[src/sfq_pkg.sv]
package sfq_pkg;

  localparam logic [1:0] OP_PUSH   = 2'd0;
  localparam logic [1:0] OP_POP    = 2'd1;
  localparam logic [1:0] OP_SEARCH = 2'd2;

  localparam logic [1:0] STAT_DONE  = 2'd0;
  localparam logic [1:0] STAT_FULL  = 2'd1;
  localparam logic [1:0] STAT_EMPTY = 2'd2;

  typedef struct packed {
    logic [1:0]         op;
    logic signed [31:0] value;
  } sfq_cmd_t;

  typedef struct packed {
    logic [1:0] status;
    logic       found;
    logic [4:0] occupancy;
  } sfq_rsp_t;

  typedef enum logic [1:0] {
    ST_IDLE,
    ST_SCAN,
    ST_RESP
  } sfq_state_t;

  // controller to datapath
  typedef struct packed {
    logic accept;
    logic scan;
  } sfq_ctl_t;

  // datapath to controller
  typedef struct packed {
    logic scan_start;
    logic scan_end;
  } sfq_sts_t;

endpackage

[src/searchable_fifo_queue.sv]
// Searchable FIFO of signed 32-bit values held in a ring of DEPTH RAM entries.
// Issue a beat with start while busy is low; its single result appears on rsp
// for exactly one cycle with done high and must be captured then, since the
// block cannot be stalled. Push, pop and the unused op code raise done in the
// cycle right after the accepting edge, and the next beat can be accepted the
// cycle after done. A search compares m entries (m is the position of the
// first match, or the occupancy when nothing matches, at most DEPTH), read
// through the single read port of the entry RAM one entry per cycle. After
// the last compare the controller moves from ST_SCAN to ST_RESP, raising done. A
// search on an empty queue raises done in the cycle right after the accepting edge.
module searchable_fifo_queue #(
  parameter int DEPTH = 16
) (
  input  logic              clk,
  input  logic              rst,
  input  logic              start,
  input  sfq_pkg::sfq_cmd_t cmd,
  output logic              busy,
  output logic              done,
  output sfq_pkg::sfq_rsp_t rsp
);

  sfq_pkg::sfq_ctl_t ctl;
  sfq_pkg::sfq_sts_t sts;

  sfq_ctrl u_ctrl (
    .clk  (clk),
    .rst  (rst),
    .start(start),
    .sts  (sts),
    .ctl  (ctl),
    .busy (busy),
    .done (done)
  );

  sfq_dp #(
    .DEPTH(DEPTH)
  ) u_dp (
    .clk(clk),
    .rst(rst),
    .cmd(cmd),
    .ctl(ctl),
    .sts(sts),
    .rsp(rsp)
  );

  a_accept_busy: assert property (@(posedge clk) disable iff (rst)
    (start && !busy) |=> busy)
    else $error("accepted beat did not raise busy");

  a_done_idle: assert property (@(posedge clk) disable iff (rst)
    done |=> !busy)
    else $error("block not idle after result");

  a_scan_done: assert property (@(posedge clk) disable iff (rst)
    (ctl.scan && sts.scan_end) |=> done)
    else $error("search end not followed by result");

  a_full_occ: assert property (@(posedge clk) disable iff (rst)
    (done && (rsp.status == sfq_pkg::STAT_FULL)) |-> (rsp.occupancy == 5'(DEPTH)))
    else $error("full status with queue not full");

endmodule

[src/sfq_ram.sv]
module sfq_ram #(
  parameter int WIDTH = 32,
  parameter int DEPTH = 16,
  localparam int AW = (DEPTH > 1) ? $clog2(DEPTH) : 1
) (
  input  logic             clk,
  input  logic             we,
  input  logic [AW-1:0]    waddr,
  input  logic [WIDTH-1:0] wdata,
  input  logic [AW-1:0]    raddr,
  output logic [WIDTH-1:0] rdata
);

  logic [WIDTH-1:0] mem [DEPTH];

  always_ff @(posedge clk) begin
    if (we) begin
      mem[waddr] <= wdata;
    end
    rdata <= mem[raddr];
  end

endmodule

[src/sfq_ctrl.sv]
module sfq_ctrl (
  input  logic              clk,
  input  logic              rst,
  input  logic              start,
  input  sfq_pkg::sfq_sts_t sts,
  output sfq_pkg::sfq_ctl_t ctl,
  output logic              busy,
  output logic              done
);

  sfq_pkg::sfq_state_t state, state_next;

  always_ff @(posedge clk) begin
    if (rst) begin
      state <= sfq_pkg::ST_IDLE;
    end else begin
      state <= state_next;
    end
  end

  always_comb begin
    state_next = state;
    case (state)
      sfq_pkg::ST_IDLE: begin
        if (start) begin
          state_next = sts.scan_start ? sfq_pkg::ST_SCAN : sfq_pkg::ST_RESP;
        end
      end
      sfq_pkg::ST_SCAN: begin
        if (sts.scan_end) begin
          state_next = sfq_pkg::ST_RESP;
        end
      end
      sfq_pkg::ST_RESP: state_next = sfq_pkg::ST_IDLE;
      default:          state_next = sfq_pkg::ST_IDLE;
    endcase
  end

  always_comb begin
    ctl.accept = 1'b0;
    ctl.scan   = 1'b0;
    busy       = 1'b1;
    done       = 1'b0;
    case (state)
      sfq_pkg::ST_IDLE: begin
        busy       = 1'b0;
        ctl.accept = start;
      end
      sfq_pkg::ST_SCAN: ctl.scan = 1'b1;
      sfq_pkg::ST_RESP: done = 1'b1;
      default: busy = 1'b1;
    endcase
  end

endmodule

[src/sfq_dp.sv]
module sfq_dp #(
  parameter int DEPTH = 16,
  localparam int AW = (DEPTH > 1) ? $clog2(DEPTH) : 1,
  localparam int CW = $clog2(DEPTH + 1)
) (
  input  logic              clk,
  input  logic              rst,
  input  sfq_pkg::sfq_cmd_t cmd,
  input  sfq_pkg::sfq_ctl_t ctl,
  output sfq_pkg::sfq_sts_t sts,
  output sfq_pkg::sfq_rsp_t rsp
);

  localparam logic [AW-1:0] LAST = AW'(DEPTH - 1);
  localparam logic [CW-1:0] FULL_COUNT = CW'(DEPTH);

  logic [AW-1:0] head, tail, ptr;
  logic [CW-1:0] count, issue_left, cmp_left;
  logic          rd_valid;
  logic [31:0]   value;
  logic [31:0]   rdata;
  logic          found;
  logic [1:0]    status;
  logic          we;
  logic          hit;

  function automatic logic [AW-1:0] ring_next(input logic [AW-1:0] idx);
    return (idx == LAST) ? '0 : idx + AW'(1);
  endfunction

  assign we  = ctl.accept && (cmd.op == sfq_pkg::OP_PUSH) && (count != FULL_COUNT);
  assign hit = rd_valid && (rdata == value);

  sfq_ram #(
    .WIDTH(32),
    .DEPTH(DEPTH)
  ) u_ram (
    .clk  (clk),
    .we   (we),
    .waddr(tail),
    .wdata(cmd.value),
    .raddr(ptr),
    .rdata(rdata)
  );

  assign sts.scan_start = (cmd.op == sfq_pkg::OP_SEARCH) && (count != '0);
  // stop on the first match or after the last held entry is compared
  assign sts.scan_end   = rd_valid && (hit || (cmp_left == CW'(1)));

  always_ff @(posedge clk) begin
    if (rst) begin
      head     <= '0;
      tail     <= '0;
      count    <= '0;
      rd_valid <= 1'b0;
    end else if (ctl.accept) begin
      rd_valid <= 1'b0;
      case (cmd.op)
        sfq_pkg::OP_PUSH: begin
          if (count != FULL_COUNT) begin
            tail  <= ring_next(tail);
            count <= count + CW'(1);
          end
        end
        sfq_pkg::OP_POP: begin
          if (count != '0) begin
            head  <= ring_next(head);
            count <= count - CW'(1);
          end
        end
        default: ;
      endcase
    end else if (ctl.scan) begin
      rd_valid <= (issue_left != '0);
    end
  end

  // payload registers
  always_ff @(posedge clk) begin
    if (ctl.accept) begin
      value      <= cmd.value;
      found      <= 1'b0;
      ptr        <= head;
      issue_left <= count;
      cmp_left   <= count;
      case (cmd.op)
        sfq_pkg::OP_PUSH: status <= (count == FULL_COUNT) ? sfq_pkg::STAT_FULL
                                                          : sfq_pkg::STAT_DONE;
        sfq_pkg::OP_POP:  status <= (count == '0) ? sfq_pkg::STAT_EMPTY
                                                  : sfq_pkg::STAT_DONE;
        default:          status <= sfq_pkg::STAT_DONE;
      endcase
    end else if (ctl.scan) begin
      // advance the read pointer one entry a cycle, compare the beat read last cycle
      if (issue_left != '0) begin
        ptr        <= ring_next(ptr);
        issue_left <= issue_left - CW'(1);
      end
      if (rd_valid) begin
        cmp_left <= cmp_left - CW'(1);
      end
      if (hit) begin
        found <= 1'b1;
      end
    end
  end

  assign rsp.status    = status;
  assign rsp.found     = found;
  assign rsp.occupancy = 5'(count);

endmodule
[config.mk]
export PLATFORM = sky130hd
export DESIGN_NAME = searchable_fifo_queue
export DESIGN_NICKNAME = d
export VERILOG_FILES = /design/src/sfq_pkg.sv /design/src/searchable_fifo_queue.sv /design/src/sfq_ram.sv /design/src/sfq_ctrl.sv /design/src/sfq_dp.sv
export SDC_FILE = /design/constraint.sdc
export NUM_CORES = 1
export LEC_CHECK = 0
export ABC_CLOCK_PERIOD_IN_PS = 5600
export BUFFER_PORTS_ARGS = -buffer_cell sky130_fd_sc_hd__buf_2
export CORE_AREA = 3 3 200 202
export CTS_CLUSTER_SIZE = 25
export DETAILED_ROUTE_END_ITERATION = 7
export DIE_AREA = 0 0 203 205
export PLACE_DENSITY = 0.85
export REMOVE_ABC_BUFFERS = 1
export SYNTH_ARGS = -nofsm -noshare
export SYNTH_HDL_FRONTEND = slang
export SYNTH_SLANG_ARGS = --single-unit
[constraint.sdc]
create_clock -name clk -period 5.6 [get_ports clk]
set_input_delay 0.84 -clock clk [delete_from_list [all_inputs] [get_ports clk]]
set_output_delay 0.84 -clock clk [all_outputs]
set_load 0.05 [all_outputs]
**Word level (Yosys, flattened, before mapping)**

Memories as Yosys holds them, arrays and structs flattened. A register that Yosys moved wholly into a read port is not among the register bits.
Cells that the tools add are included.

- Add/subtract/negate cells: 7
- Mux-type cells: 28
- Reductions and logical operators: 23
- Equality and inequality tests: 15

Operators by type and width:

| operator | count |
|---|---|
| 2-to-1 mux 5 bit | 8 |
| == test 32 bit | 1 |
| 2-to-1 mux 4 bit | 6 |
| subtractor 5 x 1 -> 5 bit (second input constant) | 3 |
| adder 4 x 1 -> 4 bit (second input constant) | 3 |
| == test 4 bit (second input constant) | 3 |
| case mux 5 bit (2 select lines) | 1 |
| nonzero test 5 bit | 2 |
| 2-to-1 mux 2 bit | 4 |
| case mux 2 bit (2 select lines) | 2 |
| AND reduction 2 bit | 4 |
| nonzero test 2 bit | 4 |
| 2-to-1 mux 1 bit | 7 |
| != test 2 bit (second input constant) | 3 |
| AND reduction 3 bit | 2 |
| adder 5 x 1 -> 5 bit (second input constant) | 1 |
| == test 5 x 1 -> 1 bit (second input constant) | 1 |
| == test 5 bit (second input constant) | 1 |
| logical AND 1 bit | 5 |
| logical NOT 5 bit | 1 |
| != test 5 bit (second input constant) | 1 |
| == test 2 x 1 -> 1 bit (second input constant) | 2 |
| == test 2 bit (second input constant) | 2 |
| logical NOT 2 bit | 2 |
| other kinds (4) | 4 |

- Output and inout bits: 10
- RAM bits: 512
- Register bits after elaboration: 65
- Word-level logic and storage cells: 85
- Memories kept: 1
- Input port bits: 37

Memories:

| name | depth | bits a word | rd ports | clocked after Yosys merged registers in | wr ports | RTL line | source |
|---|---|---|---|---|---|---|---|
| u_dp.u_ram.mem | 16 | 32 | 1 | 1 | 1 | sfq_ram.sv:14 | `logic [WIDTH-1:0] mem [DEPTH];` |

**Logic depth before layout (Yosys ltp)**

Gate-level depths: netlist of run 1.

- Depth after elaboration: 6
- Gate-level depth with buffers: 8

**By module**

A second synthesis of run 1 with hierarchy kept.

- Cell total of the unflattened synthesis: 1092
- Area, all modules: 22912.0 um^2

Modules (own cells, without submodules):

| module | sequential area each (um^2) | cells an instance | instances | area each (um^2) |
|---|---|---|---|---|
| sfq_ram | 16015.4 | 838 | 1 | 19835.3 |
| sfq_dp | 1741.7 | 241 | 1 | 2961.6 |
| sfq_ctrl | 40.0 | 13 | 1 | 115.1 |

**Worst setup path after synthesis of run 1**

No wires, ideal clock.

- Kind: input to register
- From: input port start
- To: memory u_dp.u_ram.mem[3][0], enable pin
- Data required time: 5.139 ns
- Path buffers: 1
- Slack: 0.860 ns
- Cell stages on the path: 5
- Arrival time: 4.279 ns
- Cells stage by stage: or3b_1 buf_6 a2111oi_4 nand2_1 nor3_1

- Cells in the longest elaborated chain, start to end: 5

Ends and longest elaborated chain:

| what | RTL line | source |
|---|---|---|
| start: declaration | searchable_fifo_queue.sv:16 | `input logic start,` |
| 2-to-1 mux 1 bit | sfq_ctrl.sv:44 | `case (state)` |
| logical AND 1 bit (2 in series) | sfq_dp.sv:31 | `assign we = ctl.accept && (cmd.op == sfq_pkg::OP_PUSH) && (count != FULL_COUNT);` |
| 2-to-1 mux 1 bit | sfq_ram.sv:17 | `if (we) begin` |
| 2-to-1 mux 1 bit (not written as such) | sfq_ram.sv:18 | `mem[waddr] <= wdata;` |
| end: declaration | sfq_ram.sv:14 |  |

No other way between the ends.

**Worst setup path in the final report of run 1**

- From: register u_ctrl.state[1]
- To: memory u_dp.u_ram.mem[13][17], enable pin

- Cells in the longest elaborated chain, start to end: 6

Ends and longest elaborated chain:

| what | RTL line | source |
|---|---|---|
| start: declaration | sfq_ctrl.sv:11 | `sfq_pkg::sfq_state_t state, state_next;` |
| start signal: assignment | sfq_ctrl.sv:15 | `state <= sfq_pkg::ST_IDLE;` |
| start signal: assignment | sfq_ctrl.sv:17 | `state <= state_next;` |
| logical NOT 2 bit | sfq_ctrl.sv:44 |  |
| 2-to-1 mux 1 bit | sfq_ctrl.sv:44 |  |
| logical AND 1 bit (2 in series) | sfq_dp.sv:31 |  |
| 2-to-1 mux 1 bit | sfq_ram.sv:17 |  |
| 2-to-1 mux 1 bit (not written as such) | sfq_ram.sv:18 |  |

No other way between the ends.

==> results.ini, run 1 <==
[sta]
finClkSkew_ns=0.0267
setup_viol=0
hold_viol=0
rsz0062_at_grt=false
min_period_ns=3.58
setup_ws_ns=2.02
slew_viol_final=0
post-route-period-util_pct=64.0
fmax_mhz=279
fin_hold_ws_ns=0.478
max_slew.worst_pin.slew_ns=1.15
slew_headroom_pct=23.2

[synthesis]
synthMuxAreaShare_pct=15.8
synth_top_area_share_pct=73.1
synth_top_family_by_area=multiplexers
yosys-top-cells-area=edfxtp_1 (73%), mux4_2 (16%), dfxtp_1 (4.3%), xor2_1 (1.3%), ha_1 (0.71%)
postSynthCellCount=1032
synth_edf_count=560
synth-xor-area-share_pct=1.68
netlist_area_um2=23000
synthArstFlopShare_pct=0
synth-seq-cells=609
avgSynthCellArea_um2=22.3
synth-seq-area-share_pct=77.4
synth_top_area_cell=edfxtp_1
synth_adder_area_share_pct=0.794
synth_compound_area_share_pct=1.25
yosysWarnings=0
synth_ff_type=edfxtp_1
ys_types=43
synthSimpleGateAreaFrac_pct=2.00

[clock_tree]
root_buffer=clkbuf_16
post_cts_buffers=0
clock_path_buffers=3
cts_tree=built
clkLatencyLatePin_ns=0.59
hold_buffers=0
path_clk_slew_ns=0.07
cts-resized-gates=0
clock_sinks=609
cts_inserted_buffers=55
ctsHtreeMaxLevel=2

[global_route]
grt_max_degree=132
grt_pass1_vias=11007
track_usage_pct=23.9
grt_pass1_wl_um=73200
antenna_found_initial=1
grt.overflow.total=0

[power_and_ir_drop]
peakVddDrop_mv=0.256
p_leak_uw=0.00820
p_total_uw=10500
p_per_area_nw_per_um2=410

[setup_path]
cp_max_fo=32
critPathRequiredTime_ns=5.79
criticalPathCategory=flip-flop to flip-flop
arrival_ns=3.77
start_kind=flip-flop
end_kind=flip-flop

[drt]
drtIter0Drc=1514
drtPass1Iterations=5
wl_per_cell_um=29.1
vias=10875
routed_via_density=6.54
routed_wl_um=48300
drc=0
antenna_left=0

[cells_and_area]
final_cell_mix=edfxtp_1 (560), mux4_2 (160), clkbuf_16 (55)
final_common_cell=edfxtp_1
area_delta_synth_final_pct=11.8
nFillCells=2302
utilization_pct=66.8
final_nets=1149
drive_gt1_share_pct=28.0
diodes=0

[die]
start_util_pct=59.8
die_h_um=205
rows=72
pin_count=47
die_x_um=203
die_area_um2=41600
design.core.area_um2=38500

[placed_design]
portBuffers=46
gp_congestion=0.791
dpl.hpwl_um=27400
place_ws_ns=1.54

[job]
maxCapViolations=0

[min_path]
hold_path.class=flip-flop to flip-flop

[outcome]
outcome=finished, final reports clean

worst max-delay path: stages, from the launching register on:
cell	delay [ns]
dfxtp_1	0.33
or3b_1	0.38
buf_4	0.24
a2111oi_4	0.77
nand2_1	0.46
nor2_4	0.99
state kept, by name (all words and copies together), names as in the netlist, 4 cells and up:
register          count
u_dp.cmp_left         5
u_dp.issue_left       5
u_dp.ptr              4
u_dp.u_ram.mem      512
u_dp.head             4
u_dp.tail             4
u_dp.count            5
u_dp.u_ram.rdata     32
u_dp.value           32
stage by stage:
stage | cells | instance area [um^2] | setup TNS (ns)
after floorplan | 985 | 22800 | -25.83
after global placement | 1559 | 23900 | 0
after detailed placement | 1559 | 23900 | 0
after CTS | 1663 | 25700 | 0
after global routing | 1663 | 25700 | 0
final | 1663 | 25700 | 0
synth_stat cells, types with 2 or more instances:
cell      number
a211oi_1       2
a21o_1         2
a21oi_1       24
a31oi_1        5
buf_1         10
buf_2          8
clkbuf_1      27
dfxtp_1       49
edfxtp_1     560
ha_1          13
inv_1         14
mux2i_1        3
mux4_2       160
nand2_1       21
nand2b_1       4
nand4_1        2
nor2_1        35
nor2b_1        4
nor3_1        10
nor4_1         8
o21ai_0        4
or2_2          2
or3_1          2
or4_1          2
xnor2_1        9
xor2_1        35
where the power goes:
group,internal (uW),switching (uW)
Sequential,5160,94.6
Combinational,685,788
Clock,2190,1620
metal layers:
metal	wire length [um]	track usage, %	vias up	share of wire [%]
met3	4890	4.88	98	10
met2	22600	36.0	691	47
met1	19700	37.0	5680	41
li1	-	-	4404	-
met5	13	0	-	0.027
met4	1160	6.09	2	2.4
final timing paths:
| check | endpoint | from | slack (ns) | cells past startpoint |
|---|---|---|---|---|
| max | u_dp.u_ram.mem[13][17] | u_ctrl.state[1] | 2.02 | 5 |
| min | u_dp.found | u_dp.found | 0.48 | 1 |
| max reg2reg | u_dp.u_ram.mem[13][17] | u_ctrl.state[1] | 2.02 | 5 |
| min reg2reg | u_dp.found | u_dp.found | 0.48 | 1 |
area by class of cell:
class / count / area [um^2] / area share (%)
timing repair buffer: 56 / 330 / 1.28
sequential: 609 / 17800 / 69.2
multi-input combinational: 362 / 5060 / 19.7
inverter: 14 / 52.6 / 0.204
clock buffer: 70 / 1470 / 5.73
clock inverter: 34 / 355 / 1.38
tap: 518 / 648 / 2.52
logic make-up (layout without fill, tap and decap cells):
group,Yosys count,in the layout
simple gates,96,96
compound gates,45,45
xor+xnor,44,44
fa+ha+maj,14,14
mux,163,163
buf+inv,61,174
flops,609,609
Note: power is estimated with default switching activity, not from simulation.
==> run 2, diff against run 1 <==
--- a/config.mk
+++ b/config.mk
@@ -5,7 +5,7 @@
 export SDC_FILE = /design/constraint.sdc
 export NUM_CORES = 1
 export LEC_CHECK = 0
-export ABC_CLOCK_PERIOD_IN_PS = 5600
+export ABC_CLOCK_PERIOD_IN_PS = 3400
 export BUFFER_PORTS_ARGS = -buffer_cell sky130_fd_sc_hd__buf_2
 export CORE_AREA = 3 3 200 202
 export CTS_CLUSTER_SIZE = 25
==> constraint.sdc (replaced) <==
create_clock -name clk -period 3.4 [get_ports clk]
set_input_delay 0.51 -clock clk [delete_from_list [all_inputs] [get_ports clk]]
set_output_delay 0.51 -clock clk [all_outputs]
set_load 0.05 [all_outputs]
==> results.ini, run 2 (synthesis results as in run 1) <==
[outcome]
outcome=finished, final reports clean

[sta]
rsz0062_at_grt=false
min_period_ns=2.65
setup_viol=0
slew_viol_final=0
hold_viol=0
fin_hold_ws_ns=0.285
post-route-period-util_pct=77.9
fin_setup_tns_ns=0
slew_headroom_pct=21.1
max_slew.worst_pin.slew_ns=1.18
fmax_mhz=378
finClkSkew_ns=0.0191

[clock_tree]
ctsHtreeMaxLevel=2
root_buffer=clkbuf_16
clock_sinks=609
cts-resized-gates=0
path_clk_slew_ns=0.06
post_cts_buffers=0
cts_inserted_buffers=56
hold_buffers=0
clkLatencyLatePin_ns=0.60
cts_tree=built
clock_path_buffers=3

[setup_path]
critPathRequiredTime_ns=3.66
cp_max_fo=17
arrival_ns=2.91
start_kind=flip-flop
crit_start=u_ctrl.state[1]
crit_path_end=u_dp.u_ram.mem[2][8]
rr_worst_depth=6
criticalPathCategory=flip-flop to flip-flop
r2r-end=u_dp.u_ram.mem[2][8]
end_kind=flip-flop
regToRegSetupSlack_ns=0.75
r2r-start=u_ctrl.state[1]

[cells_and_area]
top_register=u_dp.u_ram.mem
largest_reg_flops=512
final_nets=1185
drive_gt1_share_pct=30.7
final_common_cell=edfxtp_1
final_cell_mix=edfxtp_1 (560), mux4_2 (160), clkbuf_16 (57)
top_regs=u_dp.u_ram.mem x512, u_dp.u_ram.rdata x32, u_dp.value x32
area_delta_synth_final_pct=13.5
stdcell_count=1698

[drt]
routed_via_density=6.45
vias=10950
antenna_left=0
routed_wl_um=50800
drtIter0Drc=1177
wl_per_cell_um=29.9
drtPass1Iterations=5
drc=0

[global_route]
track_usage_pct=25.3
grt.overflow.total=0
grt_max_degree=77
grt_pass1_wl_um=76300
grt_pass1_vias=11544
antenna_found_initial=0

[die]
design.core.area_um2=38500
rows=72
die_area_um2=41600
start_util_pct=59.8
die_h_um=205
pin_count=47
die_x_um=203

[power_and_ir_drop]
p_leak_uw=0.00844
p_total_uw=17500
peakVddDrop_mv=0.537
p_per_area_nw_per_um2=670

[placed_design]
gp_congestion=0.800
placed_cells=1594
portBuffers=46
dpl.hpwl_um=28100

[job]
maxCapViolations=0

[min_path]
hold_path.class=primary input to flip-flop

-- run 2: cell count changes in the layout (fill, tap and decap cells not counted), sizes merged --
| cell | previous run | this run |
|---|---|---|
| buf | 56 | 91 |
| clkbuf | 70 | 72 |
| clkinv | 20 | 21 |
| clkinvlp | 3 | 2 |
| diode | 0 | 1 |
| inv | 18 | 15 |
-- run 2: final cells by class --
class	count	area (um^2)
diodes	1	2.50
clock buffers	72	1530
clock inverters	31	342
fillers	2227	12400
inverters	14	52.6
multi-input cells	362	5060
flip-flops and latches	609	17800
well taps	518	648
repair buffers	91	656
-- run 2: critical path: stages, from the launching register on --
cell and delay, ns:
dfxtp_1 0.33, or3b_1 0.44, a2111oi_4 0.35, buf_4 0.25
nand2_1 0.26, nor3_2 0.29, buf_4 0.35
-- run 2: worst min-delay path by stage --
stage,start,end,slack (ns),depth (start not counted)
floorplan,u_dp.head[3],u_dp.head[3],0.47,2
global placement,u_dp.found,u_dp.found,0.46,1
detailed placement,u_dp.found,u_dp.found,0.47,1
CTS,cmd[33],u_dp.status[0],0.25,2
global route,cmd[33],u_dp.status[0],0.29,2
finish,cmd[33],u_dp.status[0],0.28,2
-- run 2: stage by stage --
step / setup WS, ns / instance area [um^2] / util [%]
floorplan: -2.98 / 22800 / -
global route: 0.662 / 26100 / 67.8
global placement: 0.660 / 24200 / 62.9
finish: 0.751 / 26100 / 67.8
CTS: 0.732 / 26100 / 67.8
detailed placement: 0.606 / 24200 / 62.9
-- run 2: report_power, final --
| group | internal (uW) | switching, uW | total, uW |
|---|---|---|---|
| Sequential | 8500 | 211 | 8720 |
| Clock | 3710 | 2660 | 6380 |
| Combinational | 1160 | 1220 | 2380 |
| Total | 13400 | 4090 | 17500 |
-- run 2: metal layers --
layer  global-route usage [%]  part of all wire, %  up-vias
met5                        0                    0        -
met4                     7.99                  2.9        0
met3                     4.24                  7.6      102
met2                     43.5                   52      589
met1                     34.0                   37     5793
li1                         -                    -     4466
